**config.mk**
```make
export PLATFORM = sky130hd
export DESIGN_NAME = dhfk_front_flat
export DESIGN_NICKNAME = d
export VERILOG_FILES = /design/src/rtl/core/dhfk_pkg.sv /design/src/rtl/core/dhfk_if.sv /design/src/rtl/core/dhfk_front.sv /design/src/flat_wrapper.sv
export SDC_FILE = /design/constraint.sdc
export NUM_CORES = 1
export LEC_CHECK = 0
export BUFFER_PORTS_ARGS = -buffer_cell sky130_fd_sc_hd__buf_2
export CAP_MARGIN = 25
export CORE_UTILIZATION = 45
export DETAILED_ROUTE_END_ITERATION = 10
export MAX_ROUTING_LAYER = met4
export PLACE_DENSITY = 0.74
export SETUP_SLACK_MARGIN = 0.15
export SLEW_MARGIN = 20
export SYNTH_ARGS = -nofsm -noshare
export SYNTH_HDL_FRONTEND = slang
export SYNTH_SLANG_ARGS = --single-unit
```
**constraint.sdc**
```tcl
create_clock -name clk -period 8.6 [get_ports clk]
set_input_delay 0.43 -clock clk [delete_from_list [all_inputs] [get_ports clk]]
set_output_delay 0.43 -clock clk [all_outputs]
set_load 0.02 [all_outputs]
```
**src/rtl/core/dhfk_pkg.sv**
```systemverilog
// Shared types, constants and the CORDIC arctangent table of the kinematics chain.
// No dependencies; used by every module and interface file through scoped names.
package dhfk_pkg;

	localparam int ANGLE_W      = 16;
	localparam int LEN_W        = 32;
	localparam int ENTRY_W      = 32;
	localparam int ENTRY_FRAC   = ENTRY_W - 2;
	localparam int CORDIC_FRAC  = 60;
	localparam int CORDIC_STEPS = 32;
	localparam int CORDIC_W     = 64;
	localparam int TURN_W       = 32;
	localparam int Z_W          = 33;
	localparam int ITER_W       = 5;
	localparam int OP_W         = 34;
	localparam int PROD_W       = 2 * OP_W;
	localparam int RND_W        = 36;
	localparam int ACC_W        = 40;
	localparam int QUEUE_DEPTH  = 2;
	localparam int QPTR_W       = 1;
	localparam int QCNT_W       = 2;

	localparam logic signed [CORDIC_W-1:0] CORDIC_GAIN = 64'sh09B7_4EDA_8000_0000;
	localparam logic signed [ENTRY_W-1:0]  ENTRY_ONE   = 32'sh4000_0000;

	typedef struct packed {
		logic signed [LEN_W-1:0]   link_length;
		logic signed [ANGLE_W-1:0] twist_angle;
		logic signed [LEN_W-1:0]   link_offset;
		logic signed [ANGLE_W-1:0] joint_angle;
		logic                      last_joint;
	} joint_item_t;

	typedef struct packed {
		logic signed [ENTRY_W-1:0] rot_00;
		logic signed [ENTRY_W-1:0] rot_01;
		logic signed [ENTRY_W-1:0] rot_02;
		logic signed [ENTRY_W-1:0] rot_10;
		logic signed [ENTRY_W-1:0] rot_11;
		logic signed [ENTRY_W-1:0] rot_12;
		logic signed [ENTRY_W-1:0] rot_20;
		logic signed [ENTRY_W-1:0] rot_21;
		logic signed [ENTRY_W-1:0] rot_22;
		logic signed [LEN_W-1:0]   pos_x;
		logic signed [LEN_W-1:0]   pos_y;
		logic signed [LEN_W-1:0]   pos_z;
	} pose_item_t;

	typedef struct packed {
		logic        valid;
		joint_item_t item;
	} queue_head_t;

	typedef struct packed {
		logic               start;
		logic [ANGLE_W-1:0] angle;
	} cordic_req_t;

	typedef struct packed {
		logic                      done;
		logic signed [ENTRY_W-1:0] cos_v;
		logic signed [ENTRY_W-1:0] sin_v;
	} cordic_rsp_t;

	typedef enum logic [3:0] {
		ST_IDLE,
		ST_TH_GO,
		ST_TH_WAIT,
		ST_AL_GO,
		ST_AL_WAIT,
		ST_LINK,
		ST_LINK_DRAIN,
		ST_MAT,
		ST_MAT_DRAIN,
		ST_COMMIT
	} back_state_t;

	// Arctangent of 2^-i in units of 2^32 counts per turn.
	function automatic logic signed [Z_W-1:0] atan_turn(input logic [ITER_W-1:0] i);
		logic [31:0] v;
		case (i)
			5'd0:  v = 32'h20000000;
			5'd1:  v = 32'h12E4051E;
			5'd2:  v = 32'h09FB385B;
			5'd3:  v = 32'h051111D4;
			5'd4:  v = 32'h028B0D43;
			5'd5:  v = 32'h0145D7E1;
			5'd6:  v = 32'h00A2F61E;
			5'd7:  v = 32'h00517C55;
			5'd8:  v = 32'h0028BE53;
			5'd9:  v = 32'h00145F2F;
			5'd10: v = 32'h000A2F98;
			5'd11: v = 32'h000517CC;
			5'd12: v = 32'h00028BE6;
			5'd13: v = 32'h000145F3;
			5'd14: v = 32'h0000A2FA;
			5'd15: v = 32'h0000517D;
			5'd16: v = 32'h000028BE;
			5'd17: v = 32'h0000145F;
			5'd18: v = 32'h00000A30;
			5'd19: v = 32'h00000518;
			5'd20: v = 32'h0000028C;
			5'd21: v = 32'h00000146;
			5'd22: v = 32'h000000A3;
			5'd23: v = 32'h00000051;
			5'd24: v = 32'h00000029;
			5'd25: v = 32'h00000014;
			5'd26: v = 32'h0000000A;
			5'd27: v = 32'h00000005;
			5'd28: v = 32'h00000003;
			5'd29: v = 32'h00000001;
			5'd30: v = 32'h00000001;
			default: v = 32'h00000000;
		endcase
		return $signed({1'b0, v});
	endfunction

endpackage

```
**src/rtl/core/dhfk_if.sv**
```systemverilog
// Valid/ready channel interfaces for joint items and pose results.
// Depends on dhfk_pkg for the payload types.
interface dhfk_in_if;
	logic                 valid;
	logic                 ready;
	dhfk_pkg::joint_item_t data;
	modport source(output valid, output data, input ready);
	modport sink(input valid, input data, output ready);
endinterface


```
**src/rtl/core/dhfk_front.sv**
```systemverilog
// Front end: accepts joint items and holds them in a two-entry queue for the back end.
// Depends on dhfk_pkg and dhfk_in_if.
module dhfk_front (
	input  logic                   clk,
	input  logic                   arst_n,
	dhfk_in_if.sink                joints,
	input  logic                   pop,
	output dhfk_pkg::queue_head_t  head
);

	dhfk_pkg::joint_item_t             mem_q [dhfk_pkg::QUEUE_DEPTH];
	logic [dhfk_pkg::QPTR_W-1:0]       wr_q;
	logic [dhfk_pkg::QPTR_W-1:0]       rd_q;
	logic [dhfk_pkg::QCNT_W-1:0]       count_q;
	logic                              push;
	logic                              take;

	assign joints.ready = (count_q != dhfk_pkg::QCNT_W'(dhfk_pkg::QUEUE_DEPTH));
	assign push         = joints.valid && joints.ready;
	assign take         = pop && (count_q != '0);
	assign head.valid   = (count_q != '0);
	assign head.item    = mem_q[rd_q];

	always_ff @(posedge clk) begin
		if (push) begin
			mem_q[wr_q] <= joints.data;
		end
	end

	always_ff @(posedge clk or negedge arst_n) begin
		if (!arst_n) begin
			wr_q    <= '0;
			rd_q    <= '0;
			count_q <= '0;
		end else begin
			if (push) begin
				wr_q <= wr_q + 1'b1;
			end
			if (take) begin
				rd_q <= rd_q + 1'b1;
			end
			if (push && !take) begin
				count_q <= count_q + 1'b1;
			end else if (take && !push) begin
				count_q <= count_q - 1'b1;
			end
		end
	end

endmodule

```
**src/flat_wrapper.sv**
```systemverilog
// flat-port wrapper written by rule: the top's interface ports become plain ports
module dhfk_front_flat 
  (clk, arst_n, pop, head, joints_valid, joints_data, joints_ready);
  dhfk_in_if joints_i ();
  input  logic clk;
  input  logic arst_n;
  input  logic pop;
  output dhfk_pkg::queue_head_t head;
  input wire logic [$bits(joints_i.valid)-1:0] joints_valid;
  input wire logic [$bits(joints_i.data)-1:0] joints_data;
  output wire logic [$bits(joints_i.ready)-1:0] joints_ready;
  assign joints_i.valid = joints_valid;
  assign joints_i.data = joints_data;
  assign joints_ready = joints_i.ready;
  dhfk_front u_core (.clk(clk), .arst_n(arst_n), .joints(joints_i), .pop(pop), .head(head));
endmodule
```
* After elaboration in Yosys (flattened, before gate mapping) *
Memory sizes are Yosys's and may differ from the RTL's.
Cells that the tools add are included.

cells by class
  magnitude comparators = 0
  multipliers = 0
  muxes and demuxes = 4
  bitwise logic cells = 0
  divide/modulo/power cells = 0
  eq/ne operators = 1
  $add $sub $neg = 4
  shift-type cells = 0
  reductions and logical operators = 8

operators with widths
  cell                                               count
  logical AND 1 bit                                  4
  2-to-1 mux 2 bit                                   2
  nonzero test 2 bit                                 2
  adder 1 bit (second input constant)                2
  adder 2 x 1 -> 2 bit (second input constant)       1
  zero test 1 bit                                    2
  2-to-1 mux 1 bit                                   2
  inequality test 2 bit (second input constant)      1
  subtractor 2 x 1 -> 2 bit (second input constant)  1

storage, ports and cells
  register bits = 4
  input bits = 101
  RAM bits = 194
  memories = 1
  output and inout bits = 99
  ROM bits = 0
  bits in latches = 0
  logic and storage cells = 21

memories
  name          depth  width  read ports  clocked after memory_dff  wr ports  line              RTL
  u_core.mem_q  2      97     1           0                         1         dhfk_front.sv:11  dhfk_pkg::joint_item_t mem_q [dhfk_pkg::QUEUE_DEPTH];

* Depth between registers and ports, before layout *
Gate-level depths: netlist of the first run.

  word-level depth = 6
  gate-level depth with buffers = 7
  mapped depth without buffers = 7

* Worst setup path after synthesis of the first run *
No wires, ideal clock.

  path type = reg-to-reg
  start = register u_core.count_q[0] in the netlist's numbering
  end = memory u_core.mem_q[0][0] in the netlist's numbering, enable pin
  required time = 8046 ps
  buffers on the path = 0
  library setup time = 554 ps
  data arrival time = 4838 ps
  cell stages (with the launch flop) = 4
  setup slack = 3209 ps
  clock period less this slack = 5391 ps
  path through = dfrtp_1 nand2b_1 nand2_1 nor2_1

on the way
  longest elaborated chain between the ends = 4

ends and longest elaborated chain
  item                                    line                RTL
  from (decl)                             dhfk_front.sv:14    logic [dhfk_pkg::QCNT_W-1:0] count_q;
  from (signal assigned)                  dhfk_front.sv:43    count_q <= count_q + 1'b1;
  from (signal assigned)                  dhfk_front.sv:45    count_q <= count_q - 1'b1;
  inequality test 2 bit                   dhfk_front.sv:18    assign joints.ready = (count_q != dhfk_pkg::QCNT_W'(dhfk_pkg::QUEUE_DEPTH));
  net joints_ready                        flat_wrapper.sv:11  output wire logic [$bits(joints_i.ready)-1:0] joints_ready;
  logical AND 1 bit                       dhfk_front.sv:19    assign push = joints.valid && joints.ready;
  2-to-1 mux 1 bit                        dhfk_front.sv:25    if (push) begin
  2-to-1 mux 1 bit (implied by the code)  dhfk_front.sv:26    mem_q[wr_q] <= joints.data;
  to (decl)                               dhfk_front.sv:11

The timed path passes the listed nets, and every way through them passes these cells.

==> results of run 1 <==
==> worst paths after layout <==
path,endpoint,cells past startpoint,slack (ps),start
worst max register to register,u_core.mem_q[0][2],4,6190,u_core.count_q[0]
worst max-delay path,head[93],3,5500,u_core.rd_q
worst min register to register,u_core.count_q[1],1,490,u_core.count_q[1]
max in group asynchronous,u_core.rd_q,2,8110,arst_n
worst min-delay path,u_core.mem_q[1][10],1,190,joints_data[10]
min in group asynchronous,u_core.wr_q,2,350,arst_n
==> report_power, final <==
group | switching [mW] | leakage (nW) | total (mW) | internal (mW)
combinational | 0.609 | 1.33 | 1.04 | 0.430
sequential | 0.0962 | 1.85 | 1.42 | 1.32
clock | 0.331 | 0.256 | 0.727 | 0.397
==> area by class of cell <==
type	count	share of cell area, %
tap	216	2.98
timing repair buffer	204	11.6
multi-input combinational	110	14.0
clock buffer	19	4.77
clock inverter	13	1.20
inverter	1	0.0414
sequential	198	65.4
==> cell usage in the layout, fill, tap and decap left out, drive strengths merged <==
| master | instances |
|---|---|
| buf | 203 |
| edfxtp | 194 |
| mux2 | 97 |
| clkbuf | 19 |
| clkinv | 8 |
| dfrtp | 4 |
| xnor2 | 3 |
| clkinvlp | 3 |
| nand2 | 2 |
| xor2 | 2 |
| inv | 2 |
| nor2 | 2 |
| nand2b | 1 |
| or2 | 1 |
| and3 | 1 |
| ha | 1 |
| bufinv | 1 |
| dlygate4sd3 | 1 |
==> critical path, delay by kind of cell (launching register included) <==
kind                   cells  cell delay [ps]
buffers and inverters      2              890
flip-flops                 1              860
multiplexers               1              440
==> sequential cells by signal (all words and copies together), names as in the netlist <==
signal / cells
u_core.mem_q: 194
u_core.count_q: 2
u_core.rd_q: 1
u_core.wr_q: 1
==> cell families (layout without fill, tap and decap cells) <==
family,after synthesis,count (layout),synth area share (%)
buffers and inverters,12,237,1.15
multiplexers,97,97,16.1
flip-flops,198,198,81.5
AND/OR/NAND/NOR,7,7,0.465
adder cells (fa/ha/maj),1,1,0.172
XOR/XNOR,5,5,0.603
==> cell usage after synthesis <==
library cell / number
and3_1: 1
buf_2: 7
buf_6: 4
dfrtp_1: 4
edfxtp_1: 194
ha_1: 1
inv_1: 1
mux2_2: 77
mux2_4: 20
nand2_1: 2
nand2b_1: 1
nor2_1: 2
or2_2: 1
xnor2_1: 3
xor2_1: 2
==> metal layers <==
layer  vias up  global-route usage (%)
met4         0                    7.96
li1       1693                       -
met1      1827                    17.2
met5         -                       -
met3        20                    4.91
met2       144                    27.5
==> impl_metrics.py, run 1 <==
metrics = {
    "finish": {
        "final_util_pct": 57.3,
        "layout.nets": 634,
        "ff_latch_area_sq_um": 5930,
        "area_growth_pct": 24.8,
        "multiInputGateArea_sq_um": 1270,
        "num-fill-cells": 1237,
        "design_area_sq_um": 9070,
        "drive_above_1_share_pct": 60.7,
        "antenna_cells": 0,
        "final_cells": 761,
    },
    "synth": {
        "yosys_warnings": 0,
        "synth-seq-cells": 198,
        "netlist_area_sq_um": 7270,
        "syn_inst": 320,
        "synth.distinct_cells": 15,
        "synth_nets": 422,
        "yosys-top-cells-area": "edfxtp_1, mux2_2, mux2_4",
        "avgSynthCellArea_sq_um": 22.7,
        "seq_area_frac_synth_pct": 81.5,
        "yosys.area.top_type_share_pct": 80.2,
        "netlist.top_cell.by_area": "edfxtp_1",
    },
    "placed_design": {
        "pre_cts_slack_ps": 5900,
        "port_buffers": 199,
        "post_dp_cell_area_sq_um": 8520,
        "dp.cells": 728,
        "gp_congestion": 0.721,
        "dpl.hpwl_microns": 8450,
    },
    "floorplanning": {
        "core_area_sq_um": 15800,
        "rows": 46,
        "die-area_sq_um": 16700,
        "die_w_microns": 129,
        "io_pins": 200,
        "die_h_microns": 129,
        "initial_utilization_pct": 45.9,
    },
    "timing": {
        "max_freq_ghz": 0.323,
        "fin_skew_ps": 5.13,
        "worst_slew_pin_slew_ps": 783,
        "min_period_over_period_pct": 36.0,
        "slew_headroom_pct": 47.8,
        "hold_viol": 0,
        "tns_ps": 0,
        "drv_slew": 0,
        "rsz0062_at_grt": "false",
        "setup_viol": 0,
        "setup_ws_ps": 5500,
        "fin_crit_ps": 3100,
        "whs_ps": 191,
    },
    "setup_path": {
        "cp_max_fo": 50,
        "arrival_ps": 2670,
        "required_ps": 8170,
        "path_cells": "buf_4, mux2_2, buf_2",
        "cp_slowest_stage_delay_ps": 860,
        "start_kind": "flop",
        "cp_slowest_cell": "dfrtp_4",
        "crit_type": "flop to output pin",
        "end_kind": "output pin",
    },
    "hold_path": {
        "hp-class": "primary input to flop",
    },
    "run_status": {
        "status": "complete, no violations",
    },
    "power": {
        "fin_total_pwr_mw": 3.18,
        "p_leak_nw": 3.43,
        "power-per-cell-area_nw_per_um2": 351,
        "irDropWorstVdd_uv": 200,
    },
    "detailed_routing": {
        "wl_met1_microns": 5130,
        "viasPerCell": 4.84,
        "routed_wl_microns": 12800,
        "highest_layer": "met4",
        "drt_iter0_drc": 204,
        "wl_met3_microns": 740,
        "drc": 0,
        "dr.pass1.iters": 4,
        "wl_per_cell_microns": 16.8,
        "postRouteAntennaNets": 0,
        "vias": 3684,
        "route.met2.wl_microns": 6650,
    },
    "cts": {
        "post_cts_buffers": 0,
        "clkSinkCount": 198,
        "cts_tree": "built",
        "hold_buffers": 1,
        "root_buffer": "clkbuf_16",
        "clock_path_buffers": 2,
        "cts_repair_resize_count": 0,
        "cts_buffers": 17,
        "clock_latency_ps": 420,
        "h-tree-depth": 4,
        "clk_pin_slew_ps": 70,
    },
    "job": {
        "drv_cap": 0,
    },
    "global_route": {
        "grt_pass1_vias": 3943,
        "grt_antenna_before_repair": 0,
        "grt_max_degree": 58,
        "gr-total-overflow": 0,
        "grt_pass1_wl_microns": 19000,
        "grt_usage_pct": 16.2,
    },
}
Power figures use the tool's default switching activity.
==> inputs of run 2 (changes only) <==
Settings changed: ABC_AREA set to 1, PLACE_DENSITY 0.74 to 0.77.
Clock period 8.6 ns to 2.8 ns, I/O delays scaled along.
==> impl_metrics.py, run 2 <==
metrics = {
    "synth": {
        "ys.flop_type": "edfxtp_1",
        "seq_area_frac_synth_pct": 81.5,
        "syn_inst": 535,
        "synth_common_cells": "nand2_1, edfxtp_1, buf_2",
        "yosysMostFrequentCell": "nand2_1",
        "avgSynthCellArea_sq_um": 13.6,
        "postSynth.asyncResetShare_pct": 2.02,
        "synth.distinct_cells": 14,
        "yosys_warnings": 0,
        "synth-seq-cells": 198,
        "netlist.top_cell.by_area": "edfxtp_1",
        "synth_nets": 637,
        "netlist_area_sq_um": 7270,
        "synth_edf_count": 194,
        "yosys-top-cells-area": "edfxtp_1, nand2_1, dfrtp_1",
        "yosys.area.top_type_share_pct": 80.1,
    },
    "floorplanning": {
        "io_pins": 200,
        "die_w_microns": 129,
        "rows": 46,
        "die_h_microns": 129,
        "core_area_sq_um": 15800,
        "die-area_sq_um": 16700,
        "initial_utilization_pct": 45.9,
    },
    "power": {
        "power.switching_mw": 3.90,
        "combPwrFrac_pct": 35.8,
        "irDropWorstVdd_uv": 551,
        "swShare_pct": 37.2,
        "power-per-cell-area_nw_per_um2": 1030,
        "p_leak_nw": 4.36,
        "intPower_mw": 6.60,
        "p_clk_share_pct": 23.5,
        "seq_power_share_pct": 40.7,
    },
    "timing": {
        "tns_ps": 0,
        "min_period_over_period_pct": 74.4,
        "fin_skew_ps": 9.37,
        "drv_slew": 0,
        "hold_viol": 0,
        "worst_slew_pin_slew_ps": 654,
        "fin_crit_ps": 2080,
        "max_freq_ghz": 0.480,
        "slew_headroom_pct": 56.4,
        "rsz0062_at_grt": "false",
        "setup_ws_ps": 716,
        "setup_viol": 0,
    },
    "setup_path": {
        "cp_slowest_stage_delay_ps": 620,
        "rr_worst_depth": 5,
        "r2r-start": "u_core.count_q[0]",
        "end_kind": "output pin",
        "r2r-end": "u_core.mem_q[1][2]",
        "cp_top_family": "buffers and inverters",
        "path_cells": "inv_4, buf_4, nand2_1, nand2_1, buf_2",
        "cp_slowest_cell": "dfrtp_4",
        "rrSetupSlack_ps": 1040,
        "start_kind": "flop",
        "crit_type": "flop to output pin",
        "cp.buffers_inverters": 3,
        "critPathMostFrequentCell": "nand2_1",
        "arrival_ps": 1940,
        "cp_max_fo": 42,
        "cp-startpoint": "u_core.rd_q",
        "required_ps": 2660,
    },
    "finish": {
        "layout_common_cells": "nand2_1, buf_2, edfxtp_1, dlygate4sd3_1, clkbuf_16",
        "layout.nets": 944,
        "largest_register": "u_core.mem_q",
        "largest_registers": "u_core.mem_q (194), u_core.count_q (2)",
        "final_common_cell": "nand2_1",
        "num-fill-cells": 1106,
        "area_growth_pct": 39.7,
        "drive_above_1_share_pct": 28.8,
        "largest_reg_flops": 194,
    },
    "detailed_routing": {
        "drc": 0,
        "route.met2.wl_microns": 8190,
        "postRouteAntennaNets": 0,
        "drt_iter0_drc": 343,
        "wl_met3_microns": 1030,
        "highest_layer": "met4",
        "dr.pass1.iters": 4,
        "vias": 4966,
        "viasPerCell": 4.63,
        "routed_wl_microns": 15700,
        "wl_met1_microns": 6190,
        "wl_per_cell_microns": 14.6,
    },
    "cts": {
        "root_buffer": "clkbuf_16",
        "cts_tree": "built",
        "cts_buffers": 17,
        "clock_path_buffers": 2,
        "clock_latency_ps": 420,
        "h-tree-depth": 4,
        "clk_pin_slew_ps": 70,
        "cts_repair_resize_count": 0,
        "clkSinkCount": 198,
    },
    "placed_design": {
        "gp_congestion": 0.751,
        "dpl.hpwl_microns": 8740,
        "port_buffers": 199,
        "pre_cts_slack_ps": 1030,
    },
    "global_route": {
        "grt_pass1_vias": 5002,
        "grt_antenna_before_repair": 1,
        "grt_usage_pct": 19.7,
        "gr-total-overflow": 0,
        "grt_max_degree": 57,
        "grt_pass1_wl_microns": 23500,
    },
    "hold_path": {
        "hp-class": "primary input to async pin",
    },
    "run_status": {
        "status": "complete, no violations",
    },
    "job": {
        "drv_cap": 0,
    },
}
==> run 2: per-stage QoR <==
| step | total power, mW | util, % | instances | hold WS [ps] | cell area (sq um) |
|---|---|---|---|---|---|
| 2_1_floorplan | 6.70 | - | 535 | -156 | 7290 |
| 3_3_place_gp | 7.90 | 54.1 | 940 | -47.8 | 8560 |
| 3_5_place_dp | 7.96 | 54.1 | 940 | -47.0 | 8560 |
| 4_1_cts | 10.5 | 64.2 | 1071 | 52.7 | 10200 |
| 5_1_grt | 11.1 | 64.2 | 1072 | 61.0 | 10200 |
| 6_report | 10.5 | 64.2 | 1072 | 52.1 | 10200 |
==> run 2: kinds of logic (layout without fill, tap and decap cells) <==
group         count (synthesis)  after routing  share of synthesized area [%]
simple gates                306            306                           15.9
xor+xnor                      2              2                          0.241
buf+inv                      28            348                           2.24
other cells                   0              1                              0
flops                       198            198                           81.5
fa+ha+maj                     1              1                          0.172
==> run 2: metal layers <==
metal,GRT usage [%],vias up
met5,-,-
met3,5.49,27
met2,34.5,206
met1,21.5,2320
li1,-,2413
met4,6.51,0
==> run 2: repair_timing <==
action	4_1_cts	5_1_grt
hold buffers	99	0
endpoints found under the hold margin	199	0
setup buffers	0	0
==> run 2: final cells by class <==
| type | count | area (sq um) | share of cell area (%) |
|---|---|---|---|
| flip-flops and latches | 198 | 5930 | 58.4 |
| repair buffers | 309 | 2120 | 20.9 |
| multi-input cells | 309 | 1200 | 11.9 |
| clock buffers | 18 | 429 | 4.23 |
| well taps | 216 | 270 | 2.66 |
| clock inverters | 14 | 173 | 1.70 |
| inverters | 7 | 28.8 | 0.283 |
| diodes | 1 | 2.50 | 0.0246 |
==> run 2: power groups by stage <==
stage          sequential (mW)  combinational, mW  clock (mW)
3_3_place_gp              4.30               3.60           0
5_1_grt                   4.33               4.11        2.62
3_5_place_dp              4.32               3.64           0
4_1_cts                   4.26               3.76        2.50
2_1_floorplan             4.25               2.44           0
6_report                  4.27               3.76        2.47
==> run 2: worst max path at each step <==
stage | to | depth (start not counted)
3_5_place_dp | u_core.mem_q[1][47] | 5
6_report | head[60] | 5
5_1_grt | head[36] | 4
2_1_floorplan | u_core.mem_q[0][0] | 4
4_1_cts | head[78] | 5
3_3_place_gp | u_core.mem_q[1][47] | 5
==> inputs of run 3 (changes only) <==
Settings changed: ABC_AREA 1 to 0, PLACE_DENSITY 0.77 to 0.74.
Clock period 2.8 ns to 2.15 ns, I/O delays scaled along.
==> impl_metrics.py, run 3 (synthesized netlist as in run 1, its figures left out) <==
metrics = {
    "finish": {
        "layout.nets": 736,
        "largest_reg_flops": 194,
        "ff_latch_area_sq_um": 5930,
        "num-fill-cells": 1081,
        "final_common_cell": "buf_2",
        "multiInputGateArea_sq_um": 1280,
        "drive_above_1_share_pct": 52.2,
        "antenna_cells": 0,
        "largest_register": "u_core.mem_q",
        "layout_common_cells": "buf_2, edfxtp_1, dlygate4sd3_1, mux2_2, mux2_4",
        "largest_registers": "u_core.mem_q (194), u_core.count_q (2)",
        "final_cells": 861,
        "area_growth_pct": 39.5,
    },
    "placed_design": {
        "dp.cells": 730,
        "pre_cts_slack_ps": 593,
        "dpl.hpwl_microns": 8490,
        "gp_congestion": 0.712,
        "port_buffers": 199,
    },
    "timing": {
        "setup_viol": 0,
        "min_period_over_period_pct": 86.4,
        "fin_crit_ps": 1860,
        "drv_slew": 0,
        "rsz0062_at_grt": "false",
        "max_freq_ghz": 0.538,
        "setup_ws_ps": 293,
        "hold_viol": 0,
        "slew_headroom_pct": 80.4,
        "worst_slew_pin_slew_ps": 294,
        "fin_skew_ps": 13.2,
    },
    "cts": {
        "h-tree-depth": 4,
        "cts_tree": "built",
        "clock_latency_ps": 420,
        "root_buffer": "clkbuf_16",
        "cts_buffers": 17,
        "clock_path_buffers": 2,
        "clk_pin_slew_ps": 70,
        "clkSinkCount": 198,
    },
    "floorplanning": {
        "initial_utilization_pct": 45.9,
        "die-area_sq_um": 16700,
        "die_w_microns": 129,
        "core_area_sq_um": 15800,
        "rows": 46,
        "io_pins": 200,
        "die_h_microns": 129,
    },
    "setup_path": {
        "arrival_ps": 1750,
        "r2r-start": "u_core.count_q[0]",
        "end_kind": "output pin",
        "critical_path.endpoint": "head[42]",
        "required_ps": 2040,
        "start_kind": "flop",
        "r2r-end": "u_core.count_q[1]",
        "rrSetupSlack_ps": 640,
        "cp-startpoint": "u_core.rd_q",
        "crit_type": "flop to output pin",
        "rr_worst_depth": 6,
        "cp_max_fo": 39,
    },
    "power": {
        "irDropWorstVdd_uv": 773,
        "combPwrFrac_pct": 36.0,
        "seq_power_share_pct": 42.5,
        "p_leak_nw": 3.88,
        "power.switching_mw": 4.25,
        "power-per-cell-area_nw_per_um2": 1280,
        "swShare_pct": 32.7,
        "intPower_mw": 8.76,
        "p_clk_share_pct": 21.5,
    },
    "detailed_routing": {
        "postRouteAntennaNets": 0,
        "routed_wl_microns": 14100,
        "wl_per_cell_microns": 16.3,
        "vias": 4035,
        "viasPerCell": 4.69,
        "drc": 0,
        "drt_iter0_drc": 195,
        "dr.pass1.iters": 6,
    },
    "global_route": {
        "grt_pass1_vias": 4351,
        "grt_usage_pct": 17.9,
        "grt_antenna_before_repair": 0,
        "grt_max_degree": 51,
        "grt_pass1_wl_microns": 21400,
        "gr-total-overflow": 0,
    },
    "hold_path": {
        "hp-class": "primary input to async pin",
    },
    "run_status": {
        "status": "complete, no violations",
    },
    "job": {
        "drv_cap": 0,
    },
}
run 3: changes by cell type in the layout (fill, tap and decap cells not counted), sizes merged, moves of 2 or more:
cell    before  now
nand2      301    2
mux2         0   97
inv         11    5
buf        210  207
bufinv       3    0
nand3        2    0
xnor2        1    3
run 3: power groups by stage:
stage	Sequential, mW	Clock (mW)	Combinational, mW
final	5.53	2.79	4.68
after global routing	5.59	3.00	4.98
after CTS	5.53	2.87	4.72
after detailed placement	5.65	0	4.46
after global placement	5.58	0	4.39
after floorplan	5.53	0	3.17
run 3: layer usage:
layer,vias up,wire (microns),global-route usage (%)
met5,-,0,-
met4,0,249,6.85
met3,21,682,4.58
met2,135,7360,31.3
met1,1985,5770,19.7
li1,1894,-,-
run 3: critical path: stages, from the launching register on:
cell and delay (ps):
dfrtp_4 490, buf_16 240, mux2_2 380, buf_2 170
run 3: how the worst min path moves through the flow:
stage / cells after the start / startpoint / slack [ps] / to
final: 2 / arst_n / 30 / u_core.rd_q
after global routing: 3 / joints_valid / 10 / u_core.wr_q
after CTS: 2 / arst_n / 6 / u_core.count_q[1]
after detailed placement: 1 / arst_n / -80 / u_core.count_q[0]
after global placement: 1 / arst_n / -80 / u_core.count_q[1]
after floorplan: 0 / arst_n / -190 / u_core.count_q[0]
run 3: area by class of cell:
type,count,area share (%)
flip-flops and latches,198,58.5
repair buffers,306,21.1
multi-input cells,110,12.7
clock buffers,19,4.27
well taps,216,2.67
clock inverters,11,0.765
inverters,1,0.0370
run 3: per-stage QoR:
stage	setup TNS [ps]	cell area [sq um]	total power, mW	hold WS (ps)	util (%)
6_report	0	10100	13.0	28.0	64.0
5_1_grt	0	10100	13.6	14.8	64.0
4_1_cts	0	10100	13.1	5.52	64.0
3_5_place_dp	0	8600	10.1	-77.5	54.4
3_3_place_gp	0	8600	9.97	-82.6	54.4
2_1_floorplan	-46510	7290	8.70	-188	-
run 3: what timing repair did:
action                     in CTS  in global routing
hold buffers                   99                  0
setup endpoints to repair       5                  0
hold endpoints to repair      199                  0
resized for setup               2                  0
buffers inserted                2                  0
